## src/design/hswbs_pkg.sv

```systemverilog
// ----------------------------------------------------------------------------
// hswbs_pkg
// shared types and constants for the sorting and search block
// ----------------------------------------------------------------------------
`default_nettype none

package hswbs_pkg;

    localparam int DATA_W = 32;
    localparam int POS_W  = 5;

    // input command codes
    localparam logic CMD_LOAD   = 1'b0;
    localparam logic CMD_SEARCH = 1'b1;

    // result kind codes
    localparam logic KIND_SORTED = 1'b0;
    localparam logic KIND_SEARCH = 1'b1;

    // position reported when a key is not found
    localparam logic signed [POS_W-1:0] POS_NONE = '1;

    // operation broadcast to every cell of the row
    typedef enum logic [2:0] {
        CELL_HOLD,
        CELL_LOAD,
        CELL_SWAP,
        CELL_ROTATE,
        CELL_MATCH
    } cell_op_t;

    typedef struct packed {
        cell_op_t                   op;
        logic                       phase;
        logic signed [DATA_W-1:0]   data;
    } cell_ctrl_t;

endpackage

`default_nettype wire

```

## src/design/hswbs_cell.sv

```systemverilog
// ----------------------------------------------------------------------------
// hswbs_cell
// one storage cell of the row: load, compare-exchange with neighbors,
// rotate toward cell zero, and key compare flags
// ----------------------------------------------------------------------------
`default_nettype none

module hswbs_cell #(
    parameter int CNT_W = 5,
    parameter int IDX   = 0
) (
    input  wire logic                                   clk,
    input  wire hswbs_pkg::cell_ctrl_t                  ctrl,
    input  wire logic [CNT_W-1:0]                       count,
    input  wire logic signed [hswbs_pkg::DATA_W-1:0]    left_val,
    input  wire logic signed [hswbs_pkg::DATA_W-1:0]    right_val,
    input  wire logic signed [hswbs_pkg::DATA_W-1:0]    head_val,
    input  wire logic                                   gt_in,
    output logic signed [hswbs_pkg::DATA_W-1:0]         val,
    output logic                                        gt_out,
    output logic                                        eq_flag,
    output logic                                        lt_flag
);

    localparam logic [CNT_W-1:0] IDX_C  = CNT_W'(IDX);
    localparam logic [CNT_W-1:0] IDX1_C = CNT_W'(IDX + 1);

    logic signed [hswbs_pkg::DATA_W-1:0] val_reg;
    logic signed [hswbs_pkg::DATA_W-1:0] val_next;
    logic                                eq_reg;
    logic                                lt_reg;
    logic                                swap_lo;
    logic                                swap_hi;

    assign gt_out  = val_reg > right_val;
    assign val     = val_reg;
    assign eq_flag = eq_reg;
    assign lt_flag = lt_reg;

    // lower member of an active pair takes the right value, upper takes the left
    assign swap_lo = (IDX_C[0] == ctrl.phase) && (IDX1_C < count) && gt_out;
    assign swap_hi = (IDX_C[0] != ctrl.phase) && (IDX_C != '0) && (IDX_C < count) && gt_in;

    always_comb
    begin
        val_next = val_reg;
        unique case (ctrl.op)
            hswbs_pkg::CELL_LOAD:
            begin
                if (IDX_C == count)
                begin
                    val_next = ctrl.data;
                end
            end
            hswbs_pkg::CELL_SWAP:
            begin
                if (swap_lo)
                begin
                    val_next = right_val;
                end
                else if (swap_hi)
                begin
                    val_next = left_val;
                end
            end
            hswbs_pkg::CELL_ROTATE:
            begin
                val_next = (IDX1_C == count) ? head_val : right_val;
            end
            default:
            begin
                val_next = val_reg;
            end
        endcase
    end

    always_ff @(posedge clk)
    begin
        val_reg <= val_next;
        if (ctrl.op == hswbs_pkg::CELL_MATCH)
        begin
            eq_reg <= val_reg == ctrl.data;
            lt_reg <= ctrl.data < val_reg;
        end
    end

endmodule

`default_nettype wire

```

## src/design/heap_sort_with_binary_search.sv

```systemverilog
// ----------------------------------------------------------------------------
// heap_sort_with_binary_search
// collects signed values in a row of cells, sorts them ascending on the
// last load, streams them out, and answers binary searches over the row
// ----------------------------------------------------------------------------
// load item: busy stays low unless the load is marked last
// last load: odd-even exchange phases, then the result stream, one sorted
//   element per cycle
// search item: key compare in every cell at accept, then one binary-search
//   step per cycle; no stall
// reset clears the count and marks the set closed; stored values stay as is
`default_nettype none

module heap_sort_with_binary_search #(
    parameter int MAX_ELEMENTS = 16
) (
    input  wire logic                                   clk,
    input  wire logic                                   rst_n,
    input  wire logic                                   start,
    output logic                                        busy,
    input  wire logic                                   command,
    input  wire logic signed [hswbs_pkg::DATA_W-1:0]    value,
    input  wire logic                                   last,
    output logic                                        strobe,
    output logic                                        kind,
    output logic signed [hswbs_pkg::DATA_W-1:0]         data,
    output logic signed [hswbs_pkg::POS_W-1:0]          position,
    output logic                                        final_res
);

    localparam int CNT_W = $clog2(MAX_ELEMENTS + 1);   // holds 0..MAX_ELEMENTS
    localparam int IDX_W = $clog2(MAX_ELEMENTS);       // cell index
    localparam int SRC_W = CNT_W + 1;                  // signed low/high bounds
    localparam logic [CNT_W-1:0] MAX_C = CNT_W'(MAX_ELEMENTS);

    typedef enum logic [1:0] {
        ST_IDLE,
        ST_SORT,
        ST_EMIT,
        ST_SEARCH
    } state_t;

    state_t                               state_reg;
    logic [CNT_W-1:0]                     count_reg;
    logic                                 closed_reg;
    logic [CNT_W-1:0]                     step_reg;
    logic                                 phase_reg;
    logic signed [SRC_W-1:0]              lo_reg;
    logic signed [SRC_W-1:0]              hi_reg;

    logic                                 strobe_reg;
    logic                                 kind_reg;
    logic signed [hswbs_pkg::DATA_W-1:0]  data_reg;
    logic signed [hswbs_pkg::POS_W-1:0]   position_reg;
    logic                                 final_reg;

    // cell row
    hswbs_pkg::cell_ctrl_t                cell_ctrl;
    logic [CNT_W-1:0]                     cell_count;
    logic signed [hswbs_pkg::DATA_W-1:0]  cell_val [MAX_ELEMENTS];
    logic [MAX_ELEMENTS-1:0]              gt_vec;
    logic [MAX_ELEMENTS-1:0]              eq_vec;
    logic [MAX_ELEMENTS-1:0]              lt_vec;

    // load bookkeeping: a load after a finished set starts over at zero
    logic [CNT_W-1:0]                     base_cnt;
    logic                                 room;
    logic                                 accept;
    logic                                 last_step;

    // binary search step
    logic signed [SRC_W:0]                sum_w;
    logic [IDX_W-1:0]                     mid;
    logic signed [SRC_W-1:0]              mid_s;
    logic                                 in_range;

    assign accept    = start && (state_reg == ST_IDLE);
    assign base_cnt  = closed_reg ? '0 : count_reg;
    assign room      = base_cnt < MAX_C;
    assign last_step = step_reg == (count_reg - CNT_W'(1));

    assign in_range  = lo_reg <= hi_reg;
    assign sum_w     = {lo_reg[SRC_W-1], lo_reg} + {hi_reg[SRC_W-1], hi_reg};
    assign mid       = sum_w[IDX_W:1];
    assign mid_s     = $signed({{(SRC_W - IDX_W){1'b0}}, mid});

    assign busy      = state_reg != ST_IDLE;
    assign strobe    = strobe_reg;
    assign kind      = kind_reg;
    assign data      = data_reg;
    assign position  = position_reg;
    assign final_res = final_reg;

    // cells see the load target count while idle, the set size otherwise
    assign cell_count = (state_reg == ST_IDLE) ? base_cnt : count_reg;

    always_comb
    begin
        cell_ctrl.op    = hswbs_pkg::CELL_HOLD;
        cell_ctrl.phase = phase_reg;
        cell_ctrl.data  = value;
        unique case (state_reg)
            ST_IDLE:
            begin
                if (accept)
                begin
                    if (command == hswbs_pkg::CMD_SEARCH)
                    begin
                        cell_ctrl.op = hswbs_pkg::CELL_MATCH;
                    end
                    else if (room)
                    begin
                        cell_ctrl.op = hswbs_pkg::CELL_LOAD;
                    end
                end
            end
            ST_SORT:
            begin
                cell_ctrl.op = hswbs_pkg::CELL_SWAP;
            end
            ST_EMIT:
            begin
                cell_ctrl.op = hswbs_pkg::CELL_ROTATE;
            end
            default:
            begin
                cell_ctrl.op = hswbs_pkg::CELL_HOLD;
            end
        endcase
    end

    // row of cells: each compares with its right neighbor and shifts left
    for (genvar g = 0; g < MAX_ELEMENTS; g++)
    begin : g_cell
        logic signed [hswbs_pkg::DATA_W-1:0] left_w;
        logic signed [hswbs_pkg::DATA_W-1:0] right_w;
        logic                                gt_in_w;

        if (g == 0)
        begin : g_first
            assign left_w  = cell_val[0];
            assign gt_in_w = 1'b0;
        end
        else
        begin : g_inner
            assign left_w  = cell_val[g-1];
            assign gt_in_w = gt_vec[g-1];
        end

        if (g == MAX_ELEMENTS - 1)
        begin : g_last
            assign right_w = cell_val[g];
        end
        else
        begin : g_body
            assign right_w = cell_val[g+1];
        end

        hswbs_cell #(
            .CNT_W (CNT_W),
            .IDX   (g)
        ) u_cell (
            .clk       (clk),
            .ctrl      (cell_ctrl),
            .count     (cell_count),
            .left_val  (left_w),
            .right_val (right_w),
            .head_val  (cell_val[0]),
            .gt_in     (gt_in_w),
            .val       (cell_val[g]),
            .gt_out    (gt_vec[g]),
            .eq_flag   (eq_vec[g]),
            .lt_flag   (lt_vec[g])
        );
    end

    // controller: state and registered result
    always_ff @(posedge clk or negedge rst_n)
    begin
        if (!rst_n)
        begin
            state_reg    <= ST_IDLE;
            count_reg    <= '0;
            closed_reg   <= 1'b1;
            step_reg     <= '0;
            phase_reg    <= 1'b0;
            lo_reg       <= '0;
            hi_reg       <= '0;
            strobe_reg   <= 1'b0;
            kind_reg     <= hswbs_pkg::KIND_SORTED;
            data_reg     <= '0;
            position_reg <= '0;
            final_reg    <= 1'b0;
        end
        else
        begin
            strobe_reg <= 1'b0;
            unique case (state_reg)
                ST_IDLE:
                begin
                    if (accept)
                    begin
                        if (command == hswbs_pkg::CMD_SEARCH)
                        begin
                            // flags settle in the cells at this edge
                            lo_reg    <= '0;
                            hi_reg    <= $signed({1'b0, count_reg}) - SRC_W'(1);
                            state_reg <= ST_SEARCH;
                        end
                        else
                        begin
                            // dropped loads still count toward closing the set
                            count_reg  <= base_cnt + CNT_W'(room);
                            closed_reg <= last;
                            if (last)
                            begin
                                step_reg  <= '0;
                                phase_reg <= 1'b0;
                                state_reg <= ST_SORT;
                            end
                        end
                    end
                end
                ST_SORT:
                begin
                    // n exchange phases sort n values
                    phase_reg <= ~phase_reg;
                    if (last_step)
                    begin
                        step_reg  <= '0;
                        state_reg <= ST_EMIT;
                    end
                    else
                    begin
                        step_reg <= step_reg + CNT_W'(1);
                    end
                end
                ST_EMIT:
                begin
                    // cell zero holds the next element; the row rotates back
                    // into sorted order once every element has gone out
                    strobe_reg   <= 1'b1;
                    kind_reg     <= hswbs_pkg::KIND_SORTED;
                    data_reg     <= cell_val[0];
                    position_reg <= hswbs_pkg::POS_W'(step_reg);
                    final_reg    <= last_step;
                    if (last_step)
                    begin
                        state_reg <= ST_IDLE;
                    end
                    else
                    begin
                        step_reg <= step_reg + CNT_W'(1);
                    end
                end
                ST_SEARCH:
                begin
                    if (!in_range)
                    begin
                        strobe_reg   <= 1'b1;
                        kind_reg     <= hswbs_pkg::KIND_SEARCH;
                        data_reg     <= '0;
                        position_reg <= hswbs_pkg::POS_NONE;
                        final_reg    <= 1'b1;
                        state_reg    <= ST_IDLE;
                    end
                    else if (eq_vec[mid])
                    begin
                        strobe_reg   <= 1'b1;
                        kind_reg     <= hswbs_pkg::KIND_SEARCH;
                        data_reg     <= '0;
                        position_reg <= hswbs_pkg::POS_W'(mid);
                        final_reg    <= 1'b1;
                        state_reg    <= ST_IDLE;
                    end
                    else if (lt_vec[mid])
                    begin
                        hi_reg <= mid_s - SRC_W'(1);
                    end
                    else
                    begin
                        lo_reg <= mid_s + SRC_W'(1);
                    end
                end
                default:
                begin
                    state_reg <= ST_IDLE;
                end
            endcase
        end
    end

endmodule

`default_nettype wire

```

## config.mk

```make
export PLATFORM = sky130hd
export DESIGN_NAME = heap_sort_with_binary_search
export DESIGN_NICKNAME = d
export VERILOG_FILES = /design/src/design/hswbs_pkg.sv /design/src/design/hswbs_cell.sv /design/src/design/heap_sort_with_binary_search.sv
export SDC_FILE = /design/constraint.sdc
export NUM_CORES = 2
export LEC_CHECK = 0
export ABC_CLOCK_PERIOD_IN_PS = 19100
export BUFFER_PORTS_ARGS = -buffer_cell sky130_fd_sc_hd__buf_2
export CELL_PAD_IN_SITES_DETAIL_PLACEMENT = 2
export CELL_PAD_IN_SITES_GLOBAL_PLACEMENT = 2
export CORE_MARGIN = 2
export CORE_UTILIZATION = 45
export CTS_CLUSTER_DIAMETER = 80
export DETAILED_ROUTE_END_ITERATION = 7
export GPL_ROUTABILITY_DRIVEN = 0
export PLACE_DENSITY_LB_ADDON = 0.12
export SYNTH_ARGS = -nofsm -noshare
export SYNTH_HDL_FRONTEND = slang
export SYNTH_HIERARCHICAL = 1
export SYNTH_SLANG_ARGS = --single-unit
```

## constraint.sdc

```tcl
create_clock -name clk -period 19.1 [get_ports clk]
set_input_delay 1.91 -clock clk [delete_from_list [all_inputs] [get_ports clk]]
set_output_delay 1.91 -clock clk [all_outputs]
set_load 0.01 [all_outputs]
```

==> impl_metrics.toml <==
[clock_tree]
cts_setup_buffers = 0
htree_levels = 3
clock_sinks = 609
hold_buffers = 0
cts_buffer_depth = 3
cts_buffers = 85
cts-resized-gates = 0
cts_root_buffer = "clkbuf_16"
clock_latency_ns = 0.73
clk_pin_slew_worst_paths_ns = 0.06
tritoncts = "yes"

[worst_setup_path]
worst-path-max-fanout = 65
crit_slowest_cell = "ha_1"
crit_path_start_kind = "register"
crit_type = "reg2reg"
crit_required_ns = 19.56
path_delay_family = "buffers and inverters"
crit_top_cell = "buf_4"
cp_cell_sequence = "ha_1 > clkinv_1 > nand2_1 > nor2_4 > buf_4 > nand2b_2 > nor2_4 > buf_4 > a311oi_4 > buf_4"
cpPeakStageDelay_ns = 0.81
crit_buf_inv = 4
arrival_ns = 5.88
endpoint_kind = "register"

[die]
num_rows = 141
die_area_um2 = 152000
die_width_um = 390
dieHeight_um = 390
initial_core_util = 0.454
core_area_um2 = 148000
io_pins = 78

[global_routing]
grt_overflow = 0
antenna_found_initial = 12
grt_first_pass_wirelength_mm = 478
grt_pass1_vias = 70845
grt_max_degree = 66
track_usage = 0.420

[layout]
finalInstanceArea_um2 = 72600
layout-area-overhead-vs-synth_pct = 8.19
nets = 8630
final_cell_mix = "1077 x inv_1, 1042 x ha_1, 894 x mux2i_1, 666 x nand2_1, 544 x edfxtp_1"
largest_register_ffs = 512
drive_gt1_frac = 0.0733
final_common_cell = "inv_1"

[timing]
report.final.slew_viol_count = 0
tns_ns = 0
setup_violations = 0
period_minus_slack_ns = 5.42
worstMarginPinSlew_ns = 1.18
max_slew_margin = 0.191
setup_slack_ns = 13.68
max_freq_ghz = 0.184
hold_violations = 0
period_share = 0.284
rsz0062_at_grt = "false"
skew_ns = 0.0523

[yosys]
syn_avg_cell_area_um2 = 8.91
yosysWarnings = 6
synth_nets = 8613
synth_cells = 7532
netlist_area_um2 = 67100

[placed_design]
port_buffers = 77
pre_cts_slack_ns = 13.42
place_area_um2 = 69900
dp_hpwl_mm = 232

[detailed_routing]
drc = 0
avgRoutedWirePerCell_um = 34.4
routed_via_density = 7.01
first_pass_iters = 5
final_antenna_net_count = 0
drtIter0Drc = 6804
routed_wirelength_mm = 329
num_vias = 66982

[min_path]
hold_class = "reg2reg"

[job]
max_cap_viol_count = 0

[status]
status = "finished clean"
path summary, 6_finish.rpt:
| kind | start | end | slack, ns | cells after the start |
|---|---|---|---|---|
| max | state_reg[0] | g_cell[1].u_cell/val[10] | 13.68 | 10 |
| min | kind | kind | 0.48 | 1 |
| max reg2reg | state_reg[0] | g_cell[1].u_cell/val[10] | 13.68 | 10 |
| min reg2reg | kind | kind | 0.48 | 1 |
| max in group asynchronous | rst_n | phase_reg | 17.10 | 2 |
| min in group asynchronous | rst_n | position[1] | 1.39 | 2 |
through the flow:
| stage | std cells | utilization | hold WS [ns] |
|---|---|---|---|
| after floorplan | 7532 | - | 0.479 |
| after global placement | 9392 | 0.472 | 0.453 |
| after detailed placement | 9392 | 0.472 | 0.465 |
| after CTS | 9545 | 0.491 | 0.479 |
| after global routing | 9545 | 0.491 | 0.509 |
| final | 9550 | 0.491 | 0.475 |
layer usage:
layer / track usage / up-vias / part of all wire
li1: - / 27946 / -
met1: 0.547 / 34499 / 0.40
met2: 0.641 / 3540 / 0.43
met3: 0.0789 / 987 / 0.095
met4: 0.261 / 10 / 0.070
met5: 0 / - / 0.00021
final cells by class:
cell class / count / area [µm²]
Timing Repair Buffer: 272 / 1850
Multi-Input combinational cell: 5501 / 43600
Inverter: 1080 / 4050
Tap cell: 1930 / 2410
Clock inverter: 56 / 539
Fill cell: 15958 / 75400
Sequential cell: 609 / 18000
Antenna cell: 5 / 12.5
Clock buffer: 97 / 2190
Power is left out: the tool's default activity adds up to more than one toggle a clock period on the data nets, which glitch-free logic cannot reach.
